### src/assert_macros.svh
// ----------------------------------------------------------------------------
// Assertion macros
// Shared concurrent assertion forms for the letter translation block.
// ----------------------------------------------------------------------------
`ifndef ASSERT_MACROS_SVH
`define ASSERT_MACROS_SVH

// same-cycle implication, disabled while reset is asserted
`define LTR_ASSERT_SAME(label, clk, rst_n, ante, cons, msg) \
	label: assert property (@(posedge clk) disable iff (!rst_n) (ante) |-> (cons)) \
		else $error(msg);

// next-cycle implication, disabled while reset is asserted
`define LTR_ASSERT_NEXT(label, clk, rst_n, ante, cons, msg) \
	label: assert property (@(posedge clk) disable iff (!rst_n) (ante) |=> (cons)) \
		else $error(msg);

`endif

### src/ltr_pkg.sv
// ----------------------------------------------------------------------------
// ltr_pkg
// Types, codes and defaults shared by the letter translation reachability
// block.
// ----------------------------------------------------------------------------
`timescale 1ns / 1ps

package ltr_pkg;

	localparam int ALPHABET_DEF = 26;
	localparam int LETTER_W     = 5;
	localparam int ACTION_W     = 2;

	// item action codes
	localparam logic [ACTION_W-1:0] ACT_CLEAR = 2'd0;
	localparam logic [ACTION_W-1:0] ACT_EDGE  = 2'd1;
	localparam logic [ACTION_W-1:0] ACT_PAIR  = 2'd2;

	typedef struct packed {
		logic [ACTION_W-1:0] action;
		logic [LETTER_W-1:0] from_letter;
		logic [LETTER_W-1:0] to_letter;
		logic                orig_present;
		logic                goal_present;
		logic                last;
	} item_t;

	typedef struct packed {
		logic match;
	} result_t;

	// controller -> datapath
	typedef struct packed {
		logic accept;   // input transfer this cycle
		logic step;     // one frontier expansion round
		logic resolve;  // search finished, fold result into word_ok
		logic emit;     // load the output register
	} cmd_t;

	// datapath -> controller
	typedef struct packed {
		logic need_search;  // accepted item starts a reachability search
		logic pair_last;    // accepted item is the last letter pair
		logic search_done;  // frontier empty or round limit reached
		logic out_free;     // output register can take a new result
	} sts_t;

endpackage

### src/ltr_item_if.sv
// ----------------------------------------------------------------------------
// ltr_item_if
// Valid/ready channel carrying one input item.
// ----------------------------------------------------------------------------
`timescale 1ns / 1ps

interface ltr_item_if;
	import ltr_pkg::*;

	logic  valid;
	logic  ready;
	item_t data;

	modport source (output valid, output data, input ready);
	modport sink   (input valid, input data, output ready);
endinterface

### src/ltr_result_if.sv
// ----------------------------------------------------------------------------
// ltr_result_if
// Valid/ready channel carrying one match result.
// ----------------------------------------------------------------------------
`timescale 1ns / 1ps

interface ltr_result_if;
	import ltr_pkg::*;

	logic    valid;
	logic    ready;
	result_t data;

	modport source (output valid, output data, input ready);
	modport sink   (input valid, input data, output ready);
endinterface

### src/letter_translation_reachability.sv
// ----------------------------------------------------------------------------
// letter_translation_reachability
// Letter translation graph with reachability check of aligned word pairs.
//
//   Channel    Dir   Transfer moves
//   item_ch    in    action, from_letter, to_letter, orig_present,
//                    goal_present, last
//   result_ch  out   match (one per letter pair with last set)
//
// Clear and edge items are taken in IDLE. A letter pair that needs a search
// then runs rounds <= ALPHABET of the frontier
// expansion loop (one matrix union per cycle) and resolves; a last pair then waits in FINISH
// to load the output register. Reset clears the matrix at once, no sweep.
// A stalled result holds the output register; the block keeps taking items
// until a further result needs that register.
// ----------------------------------------------------------------------------
`timescale 1ns / 1ps

`include "assert_macros.svh"

module letter_translation_reachability #(
	parameter int ALPHABET = ltr_pkg::ALPHABET_DEF
) (
	input  logic             clk,
	input  logic             arst_n,
	ltr_item_if.sink         item_ch,
	ltr_result_if.source     result_ch
);
	import ltr_pkg::*;

	cmd_t cmd;
	sts_t sts;

	ltr_ctrl u_ctrl (
		.clk      (clk),
		.arst_n   (arst_n),
		.in_valid (item_ch.valid),
		.in_ready (item_ch.ready),
		.sts      (sts),
		.cmd      (cmd)
	);

	ltr_datapath #(
		.ALPHABET (ALPHABET)
	) u_datapath (
		.clk       (clk),
		.arst_n    (arst_n),
		.item      (item_ch.data),
		.cmd       (cmd),
		.sts       (sts),
		.out_ready (result_ch.ready),
		.out_valid (result_ch.valid),
		.result    (result_ch.data)
	);

	// checks
	`LTR_ASSERT_SAME(a_cmd_exclusive, clk, arst_n, 1'b1, $onehot0({cmd.accept, cmd.step, cmd.resolve, cmd.emit}), "commands overlap")
	`LTR_ASSERT_SAME(a_emit_free, clk, arst_n, cmd.emit, sts.out_free, "result loaded over a pending one")
	`LTR_ASSERT_NEXT(a_emit_valid, clk, arst_n, cmd.emit, result_ch.valid, "loaded result not offered")
	`LTR_ASSERT_SAME(a_step_live, clk, arst_n, cmd.step, !sts.search_done && !item_ch.ready, "search step after completion or while taking items")

endmodule

### src/ltr_datapath.sv
// ----------------------------------------------------------------------------
// ltr_datapath
// Adjacency matrix, word status, frontier search registers and the output
// register.
// ----------------------------------------------------------------------------
`timescale 1ns / 1ps

module ltr_datapath #(
	parameter int ALPHABET = ltr_pkg::ALPHABET_DEF
) (
	input  logic            clk,
	input  logic            arst_n,
	input  ltr_pkg::item_t  item,
	input  ltr_pkg::cmd_t   cmd,
	output ltr_pkg::sts_t   sts,
	input  logic            out_ready,
	output logic            out_valid,
	output ltr_pkg::result_t result
);
	import ltr_pkg::*;

	localparam int CNT_W = $clog2(ALPHABET + 1);

	logic [ALPHABET-1:0] adj_q [ALPHABET];
	logic                nonempty_q;
	logic                word_ok_q;
	logic [ALPHABET-1:0] visited_q;
	logic [ALPHABET-1:0] frontier_q;
	logic [ALPHABET-1:0] dst_q;
	logic [CNT_W-1:0]    round_q;
	logic                out_valid_q;
	logic                match_q;

	logic [ALPHABET-1:0] src_oh;
	logic [ALPHABET-1:0] dst_oh;
	logic                both_in;
	logic                same_letter;
	logic                is_pair;
	logic [ALPHABET-1:0] next_reach;

	// letter decode: one-hot is zero for a letter outside the alphabet
	assign src_oh      = {{(ALPHABET-1){1'b0}}, 1'b1} << item.from_letter;
	assign dst_oh      = {{(ALPHABET-1){1'b0}}, 1'b1} << item.to_letter;
	assign both_in     = (|src_oh) && (|dst_oh);
	assign same_letter = (item.from_letter == item.to_letter);
	assign is_pair     = (item.action == ACT_PAIR);

	// one expansion round: union of rows selected by the frontier
	always_comb begin
		next_reach = '0;
		for (int k = 0; k < ALPHABET; k++) begin
			if (frontier_q[k]) begin
				next_reach = next_reach | adj_q[k];
			end
		end
	end

	// status to the controller
	always_comb begin
		sts.need_search = is_pair && item.orig_present && item.goal_present &&
			!same_letter && both_in;
		sts.pair_last   = is_pair && item.last;
		sts.search_done = (frontier_q == '0) || (round_q == CNT_W'(ALPHABET));
		sts.out_free    = !out_valid_q || out_ready;
	end

	// adjacency matrix and table flag
	always_ff @(posedge clk or negedge arst_n) begin
		if (!arst_n) begin
			for (int r = 0; r < ALPHABET; r++) begin
				adj_q[r] <= '0;
			end
			nonempty_q <= 1'b0;
		end else if (cmd.accept) begin
			if (item.action == ACT_CLEAR) begin
				for (int r = 0; r < ALPHABET; r++) begin
					adj_q[r] <= '0;
				end
				nonempty_q <= 1'b0;
			end else if (item.action == ACT_EDGE && both_in) begin
				for (int r = 0; r < ALPHABET; r++) begin
					if (src_oh[r]) begin
						adj_q[r] <= adj_q[r] | dst_oh;
					end
				end
				nonempty_q <= 1'b1;
			end
		end
	end

	// running word status
	always_ff @(posedge clk or negedge arst_n) begin
		if (!arst_n) begin
			word_ok_q <= 1'b1;
		end else if (cmd.accept) begin
			if (item.action == ACT_CLEAR) begin
				word_ok_q <= 1'b1;
			end else if (is_pair) begin
				if (item.orig_present && item.goal_present) begin
					// different letters with one outside the alphabet never match
					if (!same_letter && !both_in) begin
						word_ok_q <= 1'b0;
					end
				end else if (item.orig_present || item.goal_present) begin
					word_ok_q <= 1'b0;
				end
			end
		end else if (cmd.resolve) begin
			if ((visited_q & dst_q) == '0) begin
				word_ok_q <= 1'b0;
			end
		end else if (cmd.emit) begin
			word_ok_q <= 1'b1;
		end
	end

	// frontier search registers
	always_ff @(posedge clk) begin
		if (cmd.accept && sts.need_search) begin
			visited_q  <= src_oh;
			frontier_q <= src_oh;
			dst_q      <= dst_oh;
			round_q    <= '0;
		end else if (cmd.step) begin
			frontier_q <= next_reach & ~visited_q;
			visited_q  <= visited_q | next_reach;
			round_q    <= round_q + CNT_W'(1);
		end
	end

	// output register
	always_ff @(posedge clk or negedge arst_n) begin
		if (!arst_n) begin
			out_valid_q <= 1'b0;
		end else if (cmd.emit) begin
			out_valid_q <= 1'b1;
		end else if (out_ready) begin
			out_valid_q <= 1'b0;
		end
	end

	always_ff @(posedge clk) begin
		if (cmd.emit) begin
			match_q <= word_ok_q && nonempty_q;
		end
	end

	assign out_valid    = out_valid_q;
	assign result.match = match_q;

endmodule

### src/ltr_ctrl.sv
// ----------------------------------------------------------------------------
// ltr_ctrl
// Sequencer: takes items, runs the frontier search, hands the match bit to
// the output register.
// ----------------------------------------------------------------------------
`timescale 1ns / 1ps

module ltr_ctrl (
	input  logic          clk,
	input  logic          arst_n,
	input  logic          in_valid,
	output logic          in_ready,
	input  ltr_pkg::sts_t sts,
	output ltr_pkg::cmd_t cmd
);
	import ltr_pkg::*;

	localparam logic [1:0] ST_IDLE   = 2'd0;
	localparam logic [1:0] ST_SEARCH = 2'd1;
	localparam logic [1:0] ST_FINISH = 2'd2;

	logic [1:0] state_q;
	logic [1:0] state_d;
	logic       fin_q;

	// next state and commands
	always_comb begin
		state_d  = state_q;
		in_ready = 1'b0;
		cmd      = '0;
		case (state_q)
			ST_IDLE: begin
				in_ready = 1'b1;
				if (in_valid) begin
					cmd.accept = 1'b1;
					if (sts.need_search) begin
						state_d = ST_SEARCH;
					end else if (sts.pair_last) begin
						state_d = ST_FINISH;
					end
				end
			end
			ST_SEARCH: begin
				if (sts.search_done) begin
					cmd.resolve = 1'b1;
					state_d     = fin_q ? ST_FINISH : ST_IDLE;
				end else begin
					cmd.step = 1'b1;
				end
			end
			ST_FINISH: begin
				if (sts.out_free) begin
					cmd.emit = 1'b1;
					state_d  = ST_IDLE;
				end
			end
			default: begin
				state_d = ST_IDLE;
			end
		endcase
	end

	// state register and pending-last flag
	always_ff @(posedge clk or negedge arst_n) begin
		if (!arst_n) begin
			state_q <= ST_IDLE;
			fin_q   <= 1'b0;
		end else begin
			state_q <= state_d;
			if (cmd.accept) begin
				fin_q <= sts.pair_last;
			end
		end
	end

endmodule
### src/flat_wrapper.sv
// flat-port wrapper written by rule: the top's interface ports become plain ports
module letter_translation_reachability_flat import ltr_pkg::*;
#(
	parameter int ALPHABET = ltr_pkg::ALPHABET_DEF
)
  (clk, arst_n, item_ch_valid, item_ch_data, item_ch_ready, result_ch_valid, result_ch_data, result_ch_ready);
  ltr_item_if item_ch_i ();
  ltr_result_if result_ch_i ();
  input  logic clk;
  input  logic arst_n;
  input wire logic [$bits(item_ch_i.valid)-1:0] item_ch_valid;
  input wire logic [$bits(item_ch_i.data)-1:0] item_ch_data;
  output wire logic [$bits(item_ch_i.ready)-1:0] item_ch_ready;
  output wire logic [$bits(result_ch_i.valid)-1:0] result_ch_valid;
  output wire logic [$bits(result_ch_i.data)-1:0] result_ch_data;
  input wire logic [$bits(result_ch_i.ready)-1:0] result_ch_ready;
  assign item_ch_i.valid = item_ch_valid;
  assign item_ch_i.data = item_ch_data;
  assign item_ch_ready = item_ch_i.ready;
  assign result_ch_valid = result_ch_i.valid;
  assign result_ch_data = result_ch_i.data;
  assign result_ch_i.ready = result_ch_ready;
  letter_translation_reachability #(.ALPHABET(ALPHABET)) u_core (.clk(clk), .arst_n(arst_n), .item_ch(item_ch_i), .result_ch(result_ch_i));
endmodule
### config.mk
export PLATFORM = sky130hd
export DESIGN_NAME = letter_translation_reachability_flat
export DESIGN_NICKNAME = d
export VERILOG_FILES = /design/src/ltr_pkg.sv /design/src/ltr_item_if.sv /design/src/ltr_result_if.sv /design/src/letter_translation_reachability.sv /design/src/ltr_datapath.sv /design/src/ltr_ctrl.sv /design/src/flat_wrapper.sv
export VERILOG_INCLUDE_DIRS = /design/src /design/src/src
export SDC_FILE = /design/constraint.sdc
export NUM_CORES = 1
export LEC_CHECK = 0
export BUFFER_PORTS_ARGS = -buffer_cell sky130_fd_sc_hd__buf_2
export CORE_ASPECT_RATIO = 0.5
export CORE_MARGIN = 2
export CORE_UTILIZATION = 40
export CTS_CLUSTER_SIZE = 24
export DETAILED_ROUTE_END_ITERATION = 10
export GPL_ROUTABILITY_DRIVEN = 0
export SLEW_MARGIN = 0
export SYNTH_ARGS = -nofsm -noshare
export SYNTH_HDL_FRONTEND = slang
export SYNTH_SLANG_ARGS = --single-unit
### constraint.sdc
create_clock -name clk -period 7.6 [get_ports clk]
set_input_delay 0.76 -clock clk [delete_from_list [all_inputs] [get_ports clk]]
set_output_delay 0.76 -clock clk [all_outputs]
set_load 0.01 [all_outputs]
### After elaboration in Yosys (flattened, before gate mapping)

Cells that the tools add are included.

| storage, ports and cells | value |
|---|---|
| flip-flop bits (word level) | 766 |
| input port bits | 19 |
| output and inout port bits | 3 |
| logic and storage cells | 276 |

| cells by class | value |
|---|---|
| add/subtract/negate cells | 1 |
| eq/ne operators | 14 |
| shift-type cells | 2 |
| muxes and demuxes | 86 |
| bitwise operators | 55 |
| reductions and logical operators | 82 |

Operators with widths:

| cell | number |
|---|---|
| two-way mux 26 bit | 56 |
| two-way mux 676 bit | 2 |
| bitwise OR 26 bit | 52 |
| AND reduction 3 bit | 26 |
| nonzero test 2 bit | 29 |
| bitwise AND 26 bit | 2 |
| zero test 26 bit | 2 |
| OR reduction 26 bit | 2 |
| left shift 1 x 5 -> 26 bit, first input constant | 2 |
| NOT 26 bit | 1 |
| two-way mux 1 bit | 20 |
| two-way mux 2 bit | 7 |
| logical AND 1 bit | 11 |
| inequality test 3 bit, second input constant | 2 |
| one-hot mux 2 bit (3 select lines) | 1 |
| adder 5 x 1 -> 5 bit, second input constant | 1 |
| equality test 5 bit | 1 |
| equality test 5 bit, second input constant | 1 |
| AND reduction 5 bit | 1 |
| equality test 2 x 1 -> 1 bit, second input constant | 2 |
| equality test 2 bit, second input constant | 2 |
| zero test 2 bit | 2 |
| inequality test 2 x 1 -> 1 bit, second input constant | 2 |
| inequality test 4 x 1 -> 1 bit, second input constant | 1 |
| other kinds (8) | 12 |

### Longest topological paths before layout

| depth | value |
|---|---|
| depth in word-level cells | 54 |
| depth in mapped cells | 10 |

### Modules after synthesis

Synthesis repeated with hierarchy kept, for this count alone.

| second synthesis, totals | value |
|---|---|
| cells, all modules | 3191 |
| area total of the unflattened synthesis | 32637.6 µm² |

Modules (own cells, without submodules):

| module | instances | cells each | area an instance (µm²) |
|---|---|---|---|
| ltr_datapath | 1 | 3174 | 32456.1 |
| ltr_ctrl | 1 | 17 | 181.4 |

### Least setup slack after synthesis

Ideal clock, no wire load.

| path | value |
|---|---|
| kind | input port to flip-flop |
| start | input item_ch_data[9] |
| end | register u_core.u_datapath.frontier_q[0] (enable) |
| library setup time | 0.480 ns |
| arrival time | 3.953 ns |
| path slack | 3.167 ns |
| cell stages on the path | 5 |
| cells stage by stage | buf_4 > xor2_1 > nor2_1 > a211o_1 > o22ai_1 |

| between the ends | value |
|---|---|
| longest elaborated chain between the ends | 6 |

RTL lines:

| item | line | text |
|---|---|---|
| from (decl) | flat_wrapper.sv:12 | `input wire logic [$bits(item_ch_i.data)-1:0] item_ch_data;` |
| left shift 1 x 5 -> 26 bit / equality test 5 bit (equally long branches) | ltr_datapath.sv:42, ltr_datapath.sv:45 |  |
| OR reduction 26 bit / zero test 1 bit (equally long branches) | ltr_datapath.sv:44, ltr_datapath.sv:61 |  |
| logical AND 1 bit, on equally long branches | ltr_datapath.sv:44, ltr_datapath.sv:60 |  |
| logical AND 1 bit (*) | ltr_datapath.sv:61 | `!same_letter && both_in;` |
| logical AND 1 bit (*) | ltr_datapath.sv:119 | `if (cmd.accept && sts.need_search) begin` |
| nonzero test 2 bit (no line) (*) | n/a |  |
| to (signal assigned) | ltr_datapath.sv:121 | `frontier_q <= src_oh;` |
| to (signal assigned) | ltr_datapath.sv:125 | `frontier_q <= next_reach & ~visited_q;` |
| to (decl) | ltr_datapath.sv:28 | `logic [ALPHABET-1:0] frontier_q;` |

Mark *: on every way between the ends. The rest lies on a longest branch, timed or not.
A chain may end at the register's enable or synchronous reset.

### Worst setup path in the final report

| path | value |
|---|---|
| start | input item_ch_data[13] |
| end | register u_core.u_datapath.adj_q[75] (netlist bit) |

| between the ends | value |
|---|---|
| longest elaborated chain between the ends | 4 |

RTL lines:

| item | line | text |
|---|---|---|
| equality test 2 x 1 -> 1 bit | ltr_datapath.sv:80 | `end else if (item.action == ACT_EDGE && both_in) begin` |
| logical AND 1 bit | ltr_datapath.sv:80 |  |
| nonzero test 2 bit (no line) | n/a |  |
| AND reduction 3 bit (no line) | n/a |  |
| to (signal, indexed assignment) | ltr_datapath.sv:83 | `adj_q[r] <= adj_q[r] \| dst_oh;` |
| to (decl) | ltr_datapath.sv:24 | `logic [ALPHABET-1:0] adj_q [ALPHABET];` |

Parallel ways exist; a longest one is shown, timed or not.

==> run_results.csv <==
group,metric,value,unit
floorplanning,start_util,0.404,
setup_path,reg2reg_slack,4250,ps
global_route,grt_pass1_vias,24000,
setup_path,timing.critical_path.fanout_max,215,
logic_synthesis,postSynthCellCount,3176,
logic_synthesis,seq_area_frac_synth,0.593,
clock_network,clk_pin_slew,60,ps
floorplanning,die_w,410,um
detailed_routing,route.detailed.drc,0,
sta,fin_crit_sh,0.465,
power_and_ir_drop,p_sw_frac,0.341,
clock_network,root_buffer,"clkbuf_16",
cells_and_area,final_nets,3087,
power_and_ir_drop,p_leak,0.0165,uW
logic_synthesis,yosysUniqueCellTypes,53,
power_and_ir_drop,power_frac_seq,0.452,
sta,rsz0062_at_grt,"false",
setup_path,r2r_start,"u_core.u_datapath.frontier_q[24]$_DFFE_PP_",
clock_network,cts_setup_buffers,0,
setup_path,reg2reg_depth,6,
sta,hold_viol_final,0,
sta,relSlewSlack,0.123,
min_path,hold_path_class,"in2async",
detailed_routing,firstDrtPassIters,6,
setup_path,worst_ep_arrival_time,4040,ps
clock_network,clk-insertion-delay-late,640,ps
power_and_ir_drop,p_comb_frac,0.197,
sta,max_freq,0.283,GHz
setup_path,start_kind,"input port",
global_route,grt_first_pass_wirelength,170,mm
setup_path,criticalPathCategory,"in2reg",
setup_path,rr_endpoint,"u_core.u_datapath.visited_q[8]$_DFFE_PP_",
sta,final.min_clock_period,3530,ps
cells_and_area,final_layout_size_suffix_gt1_frac,0.124,
global_route,grt_max_degree,216,
logic_synthesis,ys_ff_latch,766,
placed_design,hpwl,63.7,mm
cells_and_area,num_antenna_cells,0,
placed_design,placedCellCount,4092,
detailed_routing,drt_iter0_markers,4657,
sta,skew,12.6,ps
sta,report.final.setup_viol,0,
floorplanning,die_area,0.0848,mm2
floorplanning,die_h,207,um
clock_network,clkSinkCount,766,
power_and_ir_drop,vdd_drop_max,253,uV
setup_path,crit_required,8110,ps
cells_and_area,layout_common_cells,"a21oi_1 (702), dfrtp_1 (681), nor2_1 (662)",
detailed_routing,avgRoutedWirePerCell,27.9,um
detailed_routing,dr_total_vias,26400,
logic_synthesis,synth_nets,3197,
floorplanning,design.portCount,22,
setup_path,endpoint_kind,"flip-flop",
power_and_ir_drop,cellPowerDensity,302,mW/mm2
global_route,antenna_found_initial,2,
sta,setup-tns-final,0,ps
sta,worst_pin_slew,1310,ps
floorplanning,rows,74,
detailed_routing,ant_nets,0,
clock_network,holdBufCountCts,0,
logic_synthesis,syn_area,0.0329,mm2
power_and_ir_drop,p_total,10800,uW
logic_synthesis,yosys_warnings,0,
detailed_routing,routed_via_density,6.24,
global_route,overflow,0,
sta,slew_viol_final,0,
cells_and_area,area_growth,8.97,%
power_and_ir_drop,p_int,7140,uW
cells_and_area,final_common_cell,"a21oi_1",
cells_and_area,final_cell_count_no_fill,4227,
clock_network,cts_made_buffers,74,
global_route,grt.total_usage,0.275,
run_status,status,"finished clean",
placed_design,io_buffers,21,
clock_network,h-tree-depth,3,
floorplanning,core-area,0.0816,mm2
power_and_ir_drop,p_clk_frac,0.352,
logic_synthesis,avgSynthCellArea,10.4,um2
detailed_routing,wl,118,mm
power_and_ir_drop,p_switching,3690,uW
clock_network,cts_max_path_buffers,3,
clock_network,post_cts_resized,0,
job,cap_violations,0,
clock_network,cts_tree,"built",
## cells in the mapped netlist, drive strengths merged
| library cell | instances | area share |
|---|---|---|
| a211o | 2 | 0.00053 |
| a211oi | 2 | 0.00046 |
| a21boi | 1 | 0.00023 |
| a21o | 1 | 0.00023 |
| a21oi | 778 | 0.13 |
| a221oi | 77 | 0.020 |
| a22o | 76 | 0.020 |
| a22oi | 199 | 0.045 |
| a31oi | 1 | 0.00019 |
| a32oi | 1 | 0.00027 |
| and2 | 1 | 0.00019 |
| and3 | 2 | 0.00038 |
| and3b | 1 | 0.00027 |
| and4 | 1 | 0.00027 |
| and4b | 1 | 0.00030 |
| buf | 253 | 0.052 |
| clkbuf | 39 | 0.0044 |
| dfrtp | 681 | 0.52 |
| dfstp | 1 | 0.00080 |
| dfxtp | 5 | 0.0030 |
| edfxtp | 79 | 0.072 |
| ha | 2 | 0.00076 |
| inv | 27 | 0.0031 |
| nand2 | 36 | 0.0043 |
| nand2b | 5 | 0.00095 |
| nand3 | 34 | 0.0052 |
| nand3b | 3 | 0.00068 |
| nand4 | 56 | 0.011 |
| nand4b | 1 | 0.00027 |
| nor2 | 740 | 0.090 |
| nor2b | 4 | 0.00076 |
| nor3 | 31 | 0.0050 |
| nor3b | 6 | 0.0014 |
| nor4 | 7 | 0.0013 |
| o21ai | 2 | 0.00030 |
| o22ai | 4 | 0.0012 |
| o31ai | 2 | 0.00046 |
| or2 | 2 | 0.00038 |
| or3 | 1 | 0.00019 |
| or3b | 2 | 0.00053 |
| xnor2 | 1 | 0.00027 |
| xor2 | 8 | 0.0021 |
## layer usage
metal | routed length (um) | vias to the layer above | GRT usage
li1 | - | 11000 | -
met1 | 49900 | 13500 | 0.404
met2 | 49300 | 1650 | 0.395
met3 | 15200 | 249 | 0.0753
met4 | 3530 | 0 | 0.0851
met5 | 0 | - | 0
## worst max path at each step
stage          cells past startpoint                                        end             start
3_3_place_gp                       6    u_core.u_datapath.adj_q[98]$_DFFE_PN0P_  item_ch_data[13]
3_5_place_dp                       6   u_core.u_datapath.adj_q[361]$_DFFE_PN0P_  item_ch_data[13]
2_1_floorplan                      5  u_core.u_datapath.frontier_q[0]$_DFFE_PP_   item_ch_data[9]
5_1_grt                            7   u_core.u_datapath.visited_q[9]$_DFFE_PP_  item_ch_data[13]
4_1_cts                            6   u_core.u_datapath.adj_q[361]$_DFFE_PN0P_  item_ch_data[13]
6_report                           6    u_core.u_datapath.adj_q[75]$_DFFE_PN0P_  item_ch_data[13]
## cell type report
cell class / count / area [um2]
fillers: 7725 / 45700
flip-flops and latches: 766 / 19500
multi-input cells: 2091 / 11500
clock buffers: 116 / 2340
well taps: 1102 / 1380
repair buffers: 106 / 828
clock inverters: 19 / 151
inverters: 27 / 101
## metrics by stage
step	util	cell area (um2)	hold slack, ps	setup slack (ps)
floorplan	-	32900	450	3170
global route	0.440	35900	151	3930
global placement	0.409	33400	474	3550
CTS	0.440	35900	112	4200
detailed placement	0.409	33400	482	3530
finish	0.440	35900	118	4070
## flip-flops by register name, summed over array words and instances, names as in the netlist
| signal | cells |
|---|---|
| u_core.u_ctrl.fin_q | 1 |
| u_core.u_ctrl.state_q | 2 |
| u_core.u_datapath.adj_q | 676 |
| u_core.u_datapath.dst_q | 26 |
| u_core.u_datapath.frontier_q | 26 |
| u_core.u_datapath.nonempty_q | 1 |
| u_core.u_datapath.out_valid | 1 |
| u_core.u_datapath.result | 1 |
| u_core.u_datapath.round_q | 5 |
| u_core.u_datapath.visited_q | 26 |
| u_core.u_datapath.word_ok_q | 1 |
## critical path, stage by stage
cell and delay (ps):
buf_2 460, or2_2 600, nor2_4 740, buf_12 610, buf_4 460, nor2_1 100
## logic make-up (layout without fill, tap and decap cells)
| group | after synthesis | count (layout) | share of synthesized area |
|---|---|---|---|
| AOI/OAI and AO/OA | 1146 | 1146 | 0.221 |
| and+or+nand+nor | 934 | 934 | 0.123 |
| DFF | 766 | 766 | 0.593 |
| buffers and inverters | 319 | 268 | 0.0593 |
| xor gates and xnor gates | 9 | 9 | 0.00239 |
| adders and majority gates | 2 | 2 | 0.000760 |
## power by group through the flow
stage                     sequential [uW]  clock, uW  combinational, uW
after global placement               4930          0               2030
after detailed placement             4940          0               2050
after floorplan                      4710          0               1150
final                                4890       3810               2130
after global routing                 4900       4010               2190
after CTS                            4860       3840               2050
No activity file was read; power rests on OpenSTA's default activity.
